[src/rtl/assert_macros.svh]
// Assertion macros shared by the console writer RTL.
// Depends on nothing; included by modules that carry assertions.
`ifndef ASSERT_MACROS_SVH
`define ASSERT_MACROS_SVH

// Same-cycle implication, disabled while reset is asserted.
`define CPW_ASSERT_IMP(name, clk, rst_n, ante, cons) \
  name: assert property (@(posedge clk) disable iff (!rst_n) (ante) |-> (cons)) \
    else $error("console writer assertion failed");

// Next-cycle implication, disabled while reset is asserted.
`define CPW_ASSERT_NXT(name, clk, rst_n, ante, cons) \
  name: assert property (@(posedge clk) disable iff (!rst_n) (ante) |=> (cons)) \
    else $error("console writer assertion failed");

`endif

[src/rtl/cpw_pkg.sv]
// Package for the text console character writer: geometry, codes and types.
// Depends on nothing; used by cpw_sweep, the top level and the testbench.
`timescale 1ns / 1ps

package cpw_pkg;

  // Screen geometry.
  localparam int COLUMNS = 80;
  localparam int ROWS    = 25;
  localparam int CELLS   = COLUMNS * ROWS;
  localparam int CELL_AW = $clog2(CELLS);
  localparam int COL_W   = $clog2(COLUMNS);
  localparam int ROW_W   = $clog2(ROWS);
  localparam int CNT_W   = $clog2(CELLS + 1);

  // Field widths of the word ports.
  localparam int OPCODE_W = 2;
  localparam int CHAR_W   = 8;
  localparam int ATTR_W   = 8;
  localparam int INDEX_W  = 11;
  localparam int POS_W    = 11;
  localparam int CELL_W   = ATTR_W + CHAR_W;

  // Character codes.
  localparam logic [CHAR_W-1:0] CHAR_LF    = 8'h0A;
  localparam logic [CHAR_W-1:0] CHAR_CR    = 8'h0D;
  localparam logic [CHAR_W-1:0] CHAR_SPACE = 8'h20;

  // Operation codes.
  localparam logic [OPCODE_W-1:0] OP_PUT   = 2'd0;
  localparam logic [OPCODE_W-1:0] OP_READ  = 2'd1;
  localparam logic [OPCODE_W-1:0] OP_CLEAR = 2'd2;

  // Register file of the configuration port.
  localparam int PADDR_W = 3;
  localparam int PDATA_W = 32;
  localparam int PREG_W  = PADDR_W - 2;
  localparam logic [PREG_W-1:0] REG_BLANK_ATTR = 1'd0;
  localparam logic [ATTR_W-1:0] BLANK_ATTR_RESET = 8'h0F;

  // Control sequencer states.
  typedef enum logic [1:0] {
    ST_IDLE,
    ST_READ,
    ST_SWEEP
  } fsm_e;

  // Start request for a screen sweep.
  typedef struct packed {
    logic start;
    logic scroll;
  } sweep_req_t;

  // Memory port and status driven by the sweep unit.
  typedef struct packed {
    logic               active;
    logic               done;
    logic               scroll;
    logic               we;
    logic [CELL_AW-1:0] waddr;
    logic [CELL_W-1:0]  wdata;
    logic [CELL_AW-1:0] raddr;
  } sweep_ctl_t;

endpackage

[src/rtl/cpw_sweep.sv]
// Screen sweep unit: scrolls the screen up one row or blanks it, one cell a cycle.
// Depends on cpw_pkg and assert_macros.svh; drives the screen RAM while active.
`timescale 1ns / 1ps
`include "assert_macros.svh"

module cpw_sweep (
  input  logic                       clk_i,
  input  logic                       rst_ni,
  input  cpw_pkg::sweep_req_t        req_i,
  input  logic [cpw_pkg::CELL_W-1:0] blank_i,
  input  logic [cpw_pkg::CELL_W-1:0] rdata_i,
  output cpw_pkg::sweep_ctl_t        ctl_o
);

  logic                      active_q, active_d;
  logic                      scroll_q, scroll_d;
  logic [cpw_pkg::CNT_W-1:0] cnt_q, cnt_d;
  logic                      last;
  logic                      copy;

  // The write of cell cnt-1 takes the data read from cell cnt-1+COLUMNS in the cycle before.
  assign last = (cnt_q == cpw_pkg::CNT_W'(cpw_pkg::CELLS));
  assign copy = scroll_q &&
                (cnt_q <= cpw_pkg::CNT_W'(cpw_pkg::CELLS - cpw_pkg::COLUMNS));

  // Counter and mode update.
  always_comb begin
    active_d = active_q;
    scroll_d = scroll_q;
    cnt_d    = cnt_q;
    if (req_i.start) begin
      active_d = 1'b1;
      scroll_d = req_i.scroll;
      cnt_d    = '0;
    end else if (active_q) begin
      cnt_d = cnt_q + 1'b1;
      if (last) begin
        active_d = 1'b0;
      end
    end
  end

  always_ff @(posedge clk_i or negedge rst_ni) begin
    if (!rst_ni) begin
      active_q <= 1'b0;
      scroll_q <= 1'b0;
      cnt_q    <= '0;
    end else begin
      active_q <= active_d;
      scroll_q <= scroll_d;
      cnt_q    <= cnt_d;
    end
  end

  // Memory port: copy rows up while scrolling, blank fill otherwise.
  always_comb begin
    ctl_o.active = active_q;
    ctl_o.done   = active_q && last;
    ctl_o.scroll = scroll_q;
    ctl_o.we     = active_q && (cnt_q != '0);
    ctl_o.waddr  = cpw_pkg::CELL_AW'(cnt_q - 1'b1);
    ctl_o.wdata  = copy ? rdata_i : blank_i;
    ctl_o.raddr  = cpw_pkg::CELL_AW'(cnt_q + cpw_pkg::CNT_W'(cpw_pkg::COLUMNS));
  end

  // A new sweep starts only while the unit is free.
  `CPW_ASSERT_IMP(a_start_idle, clk_i, rst_ni, req_i.start, !active_q)
  // The counter steps by one each cycle of a sweep.
  `CPW_ASSERT_NXT(a_cnt_step, clk_i, rst_ni, active_q && !last && !req_i.start,
                  cnt_q == $past(cnt_q) + 1'b1)
  // While rows are copied, the cell read is never the cell being written.
  `CPW_ASSERT_IMP(a_no_overlap, clk_i, rst_ni, active_q && copy,
                  ctl_o.raddr != ctl_o.waddr)

endmodule

[config.mk]
export PLATFORM = sky130hd
export DESIGN_NAME = cpw_sweep
export DESIGN_NICKNAME = d
export VERILOG_FILES = /design/src/rtl/cpw_pkg.sv /design/src/rtl/cpw_sweep.sv
export VERILOG_INCLUDE_DIRS = /design/src /design/src/rtl
export SDC_FILE = /design/constraint.sdc
export NUM_CORES = 1
export LEC_CHECK = 0
export BUFFER_PORTS_ARGS = -buffer_cell sky130_fd_sc_hd__buf_4
export CORE_MARGIN = 2
export CORE_UTILIZATION = 40
export CTS_BUF_LIST = sky130_fd_sc_hd__clkbuf_4
export DETAILED_ROUTE_END_ITERATION = 8
export GPL_ROUTABILITY_DRIVEN = 0
export PLACE_DENSITY_LB_ADDON = 0.3
export REMOVE_ABC_BUFFERS = 1
export SYNTH_ARGS = -nofsm -noshare
export SYNTH_HDL_FRONTEND = slang
export SYNTH_SLANG_ARGS = --single-unit
[constraint.sdc]
create_clock -name clk_i -period 2 [get_ports clk_i]
set_input_delay 0.1 -clock clk_i [delete_from_list [all_inputs] [get_ports clk_i]]
set_output_delay 0.1 -clock clk_i [all_outputs]
set_load 0.05 [all_outputs]
### After elaboration in Yosys (flattened, before gate mapping)

Index checks and enable logic that the tools add are counted.
Widths: inputs -> output; s select.

| operators by class | value |
|---|---|
| reduce and logical (&&, ||, !) cells | 5 |
| eq/ne operators | 1 |
| mux-type cells | 6 |
| $add $sub $neg | 3 |
| order comparisons | 1 |

Operators by type and width:

| operator | number |
|---|---|
| $mux 11 | 2 |
| $mux 16 | 1 |
| $add 11x1->11 const B | 1 |
| $add 11x7->11 const B | 1 |
| $eq 11x11->1 const B | 1 |
| $le 11x11->1 const B | 1 |
| $reduce_bool 11->1 | 1 |
| $sub 11x1->11 const B | 1 |
| $logic_and 1x1->1 | 3 |
| $mux 1 | 3 |
| $reduce_bool 2->1 | 1 |

| word-level totals | value |
|---|---|
| input bits | 36 |
| bits in registers | 13 |

### Longest topological paths before layout

Gate-level depths: netlist of run 1.

| depth | value |
|---|---|
| depth after elaboration | 4 |
| gate-level depth with buffers | 7 |
| gate-level depth less buffers | 5 |

### Worst setup path before layout of run 1

OpenSTA, ideal clock, no wires.

| timing | value |
|---|---|
| path kind | register -> output |
| start point | reg cnt_q[0] (netlist name) |
| end point | out ctl_o[35] (netlist name) |
| path buffers | 0 |
| path slack | -749 ps |
| required time | 1,900 ps |
| data arrival time | 2,649 ps |
| stages on the path, launching flop included | 6 |
| path through | dfrtp_1 inv_1 ha_1 or3b_1 a2111oi_2 xor2_1 |

RTL lines:

| element | line | RTL |
|---|---|---|
| from (decl) | cpw_sweep.sv:17 | `logic [cpw_pkg::CNT_W-1:0] cnt_q, cnt_d;` |
| from (signal assigned) | cpw_sweep.sv:51 | `cnt_q <= cnt_d;` |
| to (decl) | cpw_sweep.sv:12 | `output cpw_pkg::sweep_ctl_t ctl_o` |

==> impl_metrics.tcl, run 1 <==
set metrics [dict create \
    fill_cells 253 \
    power_density_nw_per_um2 572 \
    io_buffers 77 \
    syn_inst 145 \
    die_x_um 61.9 \
    finalNetCount 276 \
    fin_skew_ps 16.6 \
    wl_met3_um 273 \
    synthToLayoutAreaGrowth_pct 70.0 \
    drive_above_1_share 0.608 \
    crit_path_max_fanout 16 \
    fmaxAchievable_mhz 439 \
    drc_errors 0 \
    cts_sinks 13 \
    cts_tree "yes" \
    rsz0062_at_grt "yes" \
    fin_crit_sh 1.14 \
    wl_per_cell_um 15.2 \
    synth_warnings 0 \
    cts_root_buf "clkbuf_4" \
    postLayoutCellArea_sq_um 2280 \
    p_leak_uw 0.00111 \
    finalSetupViolations 21 \
    antenna_found_initial 0 \
    placed_cell_area_sq_um 1990 \
    max-slew-margin-rel 0.598 \
    start_util 0.409 \
    core_sq_um 3280 \
    synth_top_area_share 0.242 \
    rows 21 \
    antenna_cells 0 \
    dp_hpwl_mm 3.03 \
    path_class "register to output port" \
    cts_buffer_depth 2 \
    cts_inserted_buffers 3 \
    finalHoldViolCount 0 \
    crit_required_ps 1900 \
    dieArea_sq_um 3840 \
    routed_wirelength_mm 4.23 \
    wl_met1_mm 1.69 \
    netlist_area_sq_um 1340 \
    worstMarginPinSlew_ps 601 \
    synth_cell_types 35 \
    drt_iter0_markers 40 \
    grt_pass1_vias 1220 \
    drv_slew 0 \
    grtUsageTotal 0.197 \
    vias 1432 \
    viasPerCell 5.15 \
    synth_top_area_cell "dfrtp_1" \
    maxCapViolCount 0 \
    min_path_type "input pin to register" \
    wl_met2_mm 2.20 \
    status "finished, violations left" \
    critPathLaunchType "register" \
    slowest_stage "or3b_4" \
    grt_max_degree 17 \
    crit_family "buffers and inverters" \
    avgSynthCellArea_sq_um 9.26 \
    clock_latency_ps 280 \
    arrival_ps 2180 \
    synthTopCellsByArea "dfrtp_1 24%, mux2_4 11%, mux2_2 7.5%" \
    seq_area_frac_synth 0.242 \
    synthArstFlopShare 1.00 \
    violations "setup timing" \
    dp_slack_ps -64.6 \
    vdd_drop_max_v 0.000476 \
    yosys_most_used_dff "dfrtp_1" \
    ios 78 \
    routed.top_layer "met4" \
    overflow 0 \
    setup_ws_ps -278 \
    cpPeakStageDelay_ps 400 \
    firstDrtPassIters 4 \
    crit_chain "inv_2 > buf_4 > ha_4 > or3b_4 > a2bb2oi_4 > buf_12 > mux2_4 > buf_6" \
    finalPower_uw 1300 \
    synth-edff-count 0 \
    finalCriticalPeriod_ps 2280 \
    synth_seq_cells 13 \
    cp-end-kind "output port" \
    htreeDepth 1 \
    clk_transition_reported_paths_ps 70 \
    ant_nets 0 \
    critPathBufInv 4 \
    die_h_um 61.9 \
    grt_pass1_wl_mm 5.62 \
]
-- where the power goes --
part           switching, uW  internal [uW]  total (uW)
logic                    499            362         861
registers               9.10            270         279
clock network           90.9           74.1         165
total                    599            706        1300
-- sequential cells by signal, indices dropped and copies added, names as in the netlist --
name	flops
scroll_q	1
active_q	1
cnt_q	11
-- final timing paths --
check,from,end,slack [ps],cells past startpoint
worst max-delay path,cnt_q[1]$_DFFE_PN0P_,ctl_o[25],-280,8
worst min-delay path,req_i[0],scroll_q$_DFFE_PN0P_,70,2
worst max register to register,cnt_q[1]$_DFFE_PN0P_,active_q$_DFF_PN0_,20,8
worst min register to register,scroll_q$_DFFE_PN0P_,scroll_q$_DFFE_PN0P_,670,1
max in group asynchronous,rst_ni,scroll_q$_DFFE_PN0P_,1630,2
min in group asynchronous,rst_ni,cnt_q[4]$_DFFE_PN0P_,190,2
-- cells in the mapped netlist (2+ instances only) --
| cell | count |
|---|---|
| dfrtp_1 | 13 |
| nor2_1 | 12 |
| mux2_4 | 10 |
| xnor2_1 | 10 |
| mux2_2 | 9 |
| inv_1 | 8 |
| ha_1 | 7 |
| nand4_1 | 7 |
| xor2_1 | 7 |
| a21oi_1 | 6 |
| buf_4 | 6 |
| nand2_1 | 6 |
| clkbuf_1 | 5 |
| buf_2 | 4 |
| nor4_1 | 4 |
| or3_1 | 4 |
| o21ai_0 | 3 |
| o31ai_1 | 3 |
| or4_1 | 3 |
| buf_6 | 2 |
| nand3_1 | 2 |
-- worst reg2reg max path: cells and delay by family (launching register included) --
kind	cells	cell delay (ps)
buffers and inverters	4	460
flip-flops	1	390
adder cells (fa/ha/maj)	1	130
AO/OA/AOI/OAI	1	170
AND/OR/NAND/NOR	2	740
-- per-stage QoR --
| step | instances | setup TNS (ps) | util | hold slack [ps] |
|---|---|---|---|---|
| 2_1_floorplan | 127 | -16060 | - | -196 |
| 3_3_place_gp | 266 | 0 | 0.605 | -46.0 |
| 3_5_place_dp | 266 | -301 | 0.605 | -45.9 |
| 4_1_cts | 275 | -3080 | 0.676 | 63.5 |
| 5_1_grt | 278 | -6490 | 0.695 | 67.0 |
| 6_report | 278 | -4920 | 0.695 | 67.5 |
-- placed cells by master (no fill, tap or decap), types with 5 or more instances in the layout --
cell,count
mux2_4,10
xnor2_1,9
nand4_1,7
buf_6,19
nor2_1,10
xor2_1,7
nand2_1,6
mux2_2,9
dfrtp_1,13
inv_1,6
ha_1,5
buf_4,79
a21oi_1,5
-- routing by layer --
layer,global-route usage,vias to the layer above
li1,-,679
met1,0.240,682
met2,0.370,63
met3,0.0248,8
met4,0.0426,0
met5,0,-
-- area by class of cell --
cell class | count | area [sq um] | share of cell area
repair buffers | 101 | 852 | 0.373
clock buffers | 3 | 22.5 | 0.00987
well taps | 46 | 57.6 | 0.0252
flip-flops and latches | 13 | 325 | 0.143
multi-input cells | 106 | 990 | 0.434
clock inverters | 1 | 5.00 | 0.00219
inverters | 8 | 30.0 | 0.0132
-- logic make-up (layout without fill, tap and decap cells) --
kind of cell / Yosys count / in the layout / share of synthesized area
buffers and inverters: 26 / 113 / 0.104
flip-flops: 13 / 13 / 0.242
AO/OA/AOI/OAI: 17 / 17 / 0.0988
AND/OR/NAND/NOR: 45 / 45 / 0.184
multiplexers: 20 / 20 / 0.195
adder cells (fa/ha/maj): 7 / 7 / 0.0652
XOR/XNOR: 17 / 17 / 0.111
-- what timing repair did --
item                                    4_1_cts  5_1_grt
endpoints found under the setup margin       21       23
pin swaps                                     5        5
hold buffers                                  1        0
buffers inserted                              4        4
resized for setup                            35        8
hold endpoints to repair                     13        0
Power figures use the tool's default switching activity.
==> inputs of run 2 (changes only) <==
--- a/config.mk
+++ b/config.mk
@@ -14,6 +14,7 @@
 export GPL_ROUTABILITY_DRIVEN = 0
 export PLACE_DENSITY_LB_ADDON = 0.3
 export REMOVE_ABC_BUFFERS = 1
+export SETUP_SLACK_MARGIN = 0.15
 export SYNTH_ARGS = -nofsm -noshare
 export SYNTH_HDL_FRONTEND = slang
 export SYNTH_SLANG_ARGS = --single-unit
==> run 2 against run 1 <==
Net effect:
- the flow still finishes with violations (setup timing)
- critical path depth down 1
- register-to-register slack gained 180 ps
- global-route usage grew 2.1 points
- critical endpoint is now ctl_o[35]
- largest cell class unchanged
- largest power group unchanged
==> impl_metrics.tcl, run 2 (same netlist as run 1, synthesis figures left out) <==
set metrics [dict create \
    die_h_um 61.9 \
    antenna_found_initial 0 \
    p_leak_uw 0.00118 \
    mostFrequentLayoutCell "buf_4" \
    finalPower_uw 1370 \
    finalCriticalPeriod_ps 2230 \
    fmaxAchievable_mhz 449 \
    cts_buffer_depth 2 \
    die_x_um 61.9 \
    fin_skew_ps 11.7 \
    firstDrtPassIters 4 \
    seq_power_share 0.203 \
    largest_reg_flops 11 \
    top_regs "cnt_q (11), active_q (1), scroll_q (1)" \
    mostFrequentLayoutCells "77 x buf_4, 24 x buf_6, 13 x dfrtp_1" \
    power_density_nw_per_um2 569 \
    cts_sinks 13 \
    arrival_ps 2130 \
    routed_wirelength_mm 4.70 \
    postLayoutCellArea_sq_um 2410 \
    regMostFlops "cnt_q" \
    grt_max_degree 17 \
    htreeDepth 1 \
    p_int_uw 754 \
    grt_pass1_vias 1288 \
    wl_per_cell_um 16.5 \
    ant_nets 0 \
    cts_tree "yes" \
    worstMarginPinSlew_ps 603 \
    critPathLaunchType "register" \
    register_area_sq_um 325 \
    drc_errors 0 \
    p_sw_frac 0.451 \
    fill_cells 229 \
    dp_hpwl_mm 3.03 \
    cts_root_buf "clkbuf_4" \
    grt_pass1_wl_mm 6.12 \
    reg2reg_slack_ps 200 \
    ios 78 \
    viasPerCell 5.36 \
    rows 21 \
    clock_latency_ps 280 \
    violations "setup timing" \
    max-slew-margin-rel 0.596 \
    multi_input_area_sq_um 1010 \
    maxCapViolCount 0 \
    cts_inserted_buffers 3 \
    setup_ws_ps -228 \
    status "finished, violations left" \
    vias 1528 \
    overflow 0 \
    core_sq_um 3280 \
    synthToLayoutAreaGrowth_pct 79.8 \
    clkPwrFrac 0.119 \
    vdd_drop_max_v 0.000382 \
    io_buffers 77 \
    finalSetupViolations 23 \
    drive_above_1_share 0.636 \
    drv_slew 0 \
    crit_path_max_fanout 2 \
    fin_crit_sh 1.11 \
    clk_transition_reported_paths_ps 80 \
    p_sw_uw 620 \
    dieArea_sq_um 3840 \
    rsz0062_at_grt "yes" \
    path_class "register to output port" \
    utilization 0.735 \
    grtUsageTotal 0.219 \
    crit_required_ps 1900 \
    finalNetCount 283 \
    start_util 0.409 \
    antenna_cells 0 \
    min_path_type "input pin to register" \
    power_frac_comb 0.678 \
    drt_iter0_markers 42 \
    finalHoldViolCount 0 \
    placed_cell_area_sq_um 1990 \
    cp-end-kind "output port" \
]
==> run 2: cell type report <==
cell class	instances	share of cell area
clock buffer	3	0.00933
clock inverter	1	0.00207
inverter	8	0.0124
multi-input combinational	106	0.418
sequential	13	0.135
tap	46	0.0238
timing repair buffer	108	0.399
==> run 2: metrics by stage <==
stage               hold WS, ps  setup WS (ps)  TNS (ps)  std cells
detailed placement        -45.9          -64.6      -301        266
finish                     66.8           -228     -3660        285
floorplan                  -196          -1010    -16060        127
CTS                        63.5           -173     -2900        278
global route               57.0           -312     -5100        285
global placement          -46.0           30.2         0        266
==> run 2: worst paths after layout <==
path	from	end	cells past startpoint
worst max register to register	cnt_q[0]$_DFFE_PN0P_	active_q$_DFF_PN0_	6
worst min register to register	scroll_q$_DFFE_PN0P_	scroll_q$_DFFE_PN0P_	1
worst min-delay path	req_i[0]	scroll_q$_DFFE_PN0P_	2
max in group asynchronous	rst_ni	scroll_q$_DFFE_PN0P_	2
worst max-delay path	cnt_q[0]$_DFFE_PN0P_	ctl_o[35]	7
min in group asynchronous	rst_ni	cnt_q[4]$_DFFE_PN0P_	2
==> run 2: worst max-delay path, stage by stage (launching register included) <==
cell	delay, ps
dfrtp_1	390
inv_2	80
buf_6	100
ha_4	120
or3b_4	400
a2111oi_4	320
xor2_1	210
buf_4	230
==> run 2: what timing repair did <==
| item | CTS | global route |
|---|---|---|
| resized for setup | 42 | 18 |
| setup endpoints to repair | 23 | 28 |
| hold endpoints to repair | 13 | 0 |
| hold buffers | 1 | 0 |
| cloned | 1 | 0 |
| pin swaps | 8 | 10 |
| buffers inserted | 6 | 7 |
==> run 2: metal layers <==
layer	wire length [um]	track usage	vias to the layer above
li1	-	-	685
met1	1760	0.270	755
met2	2520	0.386	80
met3	357	0.0414	8
met4	63	0.0669	0
met5	0	0	-
==> run 2: power by group through the flow <==
stage	registers (uW)	clock network [uW]	logic, uW
after floorplan	313	0	476
after global placement	282	0	733
after detailed placement	283	0	745
after CTS	278	163	867
after global routing	280	180	970
final	279	163	932
==> inputs of run 3 (changes only) <==
--- a/config.mk
+++ b/config.mk
@@ -13,7 +13,6 @@
 export DETAILED_ROUTE_END_ITERATION = 8
 export GPL_ROUTABILITY_DRIVEN = 0
 export PLACE_DENSITY_LB_ADDON = 0.3
-export REMOVE_ABC_BUFFERS = 1
 export SETUP_SLACK_MARGIN = 0.15
 export SYNTH_ARGS = -nofsm -noshare
 export SYNTH_HDL_FRONTEND = slang
==> run 3 against run 2 <==
Net effect:
- the flow still finishes with violations (setup timing)
- setup slack got worse by 54 ps
- sequential power barely moved
- final area rose by 5.9%
- power rose by 2.9%
- utilization rose by 4.3 points
- register-to-register slack improved by 50 ps
- first-iteration DRC count fell by 26%
==> impl_metrics.tcl, run 3 (same netlist as run 1, synthesis figures left out) <==
set metrics [dict create \
    viasPerCell 5.07 \
    reg2reg_depth 5 \
    cts_inserted_buffers 3 \
    antenna_cells 0 \
    utilization 0.778 \
    vias 1461 \
    worstHoldStart "req_i[0]" \
    drc_errors 0 \
    finalPower_uw 1410 \
    grt_pass1_vias 1387 \
    cp-startpoint "cnt_q[0]$_DFFE_PN0P_" \
    io_buffers 77 \
    power_density_nw_per_um2 553 \
    core_sq_um 3280 \
    mostFrequentLayoutCells "78 x buf_4, 29 x buf_6, 10 x nor2_1, 10 x mux2_4, 10 x dfrtp_1" \
    wl_met2_mm 2.68 \
    reg2reg_slack_ps 250 \
    wl_met1_mm 1.85 \
    min_path_type "input pin to register" \
    antenna_found_initial 0 \
    grtUsageTotal 0.232 \
    top_regs "cnt_q (11), active_q (1), scroll_q (1)" \
    drv_slew 0 \
    hold_slack_ps 45.0 \
    die_h_um 61.9 \
    grt_pass1_wl_mm 6.51 \
    wl_met3_um 120 \
    vdd_drop_max_v 0.000505 \
    cts_root_buf "clkbuf_4" \
    firstDrtPassIters 4 \
    htreeDepth 1 \
    dieArea_sq_um 3840 \
    cp-end-kind "output port" \
    cts_tree "yes" \
    cts_buffer_depth 2 \
    die_x_um 61.9 \
    arrival_ps 2180 \
    cts_sinks 13 \
    clock_latency_ps 290 \
    clk_transition_reported_paths_ps 90 \
    status "finished, violations left" \
    synth_fp_nets 188 \
    rsz0062_at_grt "yes" \
    rr_endpoint "cnt_q[8]$_DFFE_PN0P_" \
    fin_crit_sh 1.14 \
    finalHoldViolCount 0 \
    ant_nets 0 \
    fin_cells 288 \
    holdPathEnd "scroll_q$_DFFE_PN0P_" \
    critPathLaunchType "register" \
    crit_required_ps 1900 \
    regMostFlops "cnt_q" \
    routed.top_layer "met4" \
    setup_ws_ps -282 \
    routed_wirelength_mm 4.74 \
    placed_cell_area_sq_um 2160 \
    mostFrequentLayoutCell "buf_4" \
    worst_r2r_startpoint "cnt_q[2]$_DFFE_PN0P_" \
    fmaxAchievable_mhz 438 \
    drt_iter0_markers 31 \
    ios 78 \
    wl_per_cell_um 16.4 \
    violations "setup timing" \
    finalCriticalPeriod_ps 2280 \
    maxCapViolCount 0 \
    max-slew-margin-rel 0.509 \
    rows 21 \
    fill_cells 211 \
    finalSetupViolations 23 \
    overflow 0 \
    start_util 0.409 \
    grt_max_degree 17 \
    drive_above_1_share 0.702 \
    holdPathStages 2 \
    fin_skew_ps 3.51 \
    place_inst 270 \
    p_leak_uw 0.00120 \
    worstMarginPinSlew_ps 733 \
    synthToLayoutAreaGrowth_pct 90.3 \
    dp_hpwl_mm 3.33 \
    finalNetCount 286 \
    path_class "register to output port" \
    postLayoutCellArea_sq_um 2550 \
    crit_path_max_fanout 9 \
    largest_reg_flops 11 \
]
## run 3: cell count changes in the layout (fill, tap and decap cells not counted), sizes merged
cell,previous run,this run
inv,8,6
buf,106,110
clkinvlp,0,2
clkinv,1,0
## run 3: where the power goes
group / total, uW / internal (uW) / switching [uW] / leakage [uW]
sequential: 281 / 270 / 10.4 / 0.000167
combinational: 942 / 418 / 525 / 0.00102
clock: 191 / 91.2 / 99.7 / 0.0000184
total: 1410 / 779 / 635 / 0.00120
## run 3: worst max path at each step
stage                end  slack [ps]  cells past startpoint
3_5_place_dp   ctl_o[14]        -190                      6
2_1_floorplan  ctl_o[16]        -140                      7
5_1_grt        ctl_o[35]        -350                      6
4_1_cts        ctl_o[25]        -270                      7
6_report       ctl_o[23]        -280                      7
3_3_place_gp   ctl_o[11]         -80                      6
## run 3: final cells by class
cell class	count	area (sq um)	area share
Inverter	8	37.5	0.0147
Clock buffer	4	30.0	0.0118
Timing Repair Buffer	111	972	0.381
Tap cell	46	57.6	0.0225
Multi-Input combinational cell	106	1130	0.442
Sequential cell	13	329	0.129
## run 3: through the flow
| step | setup TNS, ps | setup slack (ps) |
|---|---|---|
| floorplan | -2000 | -144 |
| global placement | -835 | -83.5 |
| detailed placement | -2250 | -186 |
| CTS | -5050 | -273 |
| global route | -6840 | -350 |
| finish | -5310 | -282 |
## run 3: per-layer routing
metal	GRT usage	vias to the layer above
li1	-	693
met1	0.286	715
met2	0.427	42
met3	0.0269	11
met4	0.0578	0
met5	0	-
## run 3: critical path: stages (launching register included)
cell and delay [ps]:
dfrtp_2 440, clkinvlp_4 120, ha_4 130, or3b_4 410, a2bb2oi_4 170, buf_12 150, mux2_4 300, buf_6 160
## run 3: timing repair
| action | in CTS | in global routing |
|---|---|---|
| hold buffers | 1 | 0 |
| pin swaps | 5 | 6 |
| gates resized for setup | 44 | 14 |
| buffers inserted | 7 | 6 |
| hold endpoints to repair | 13 | 0 |
| endpoints found under the setup margin | 28 | 30 |
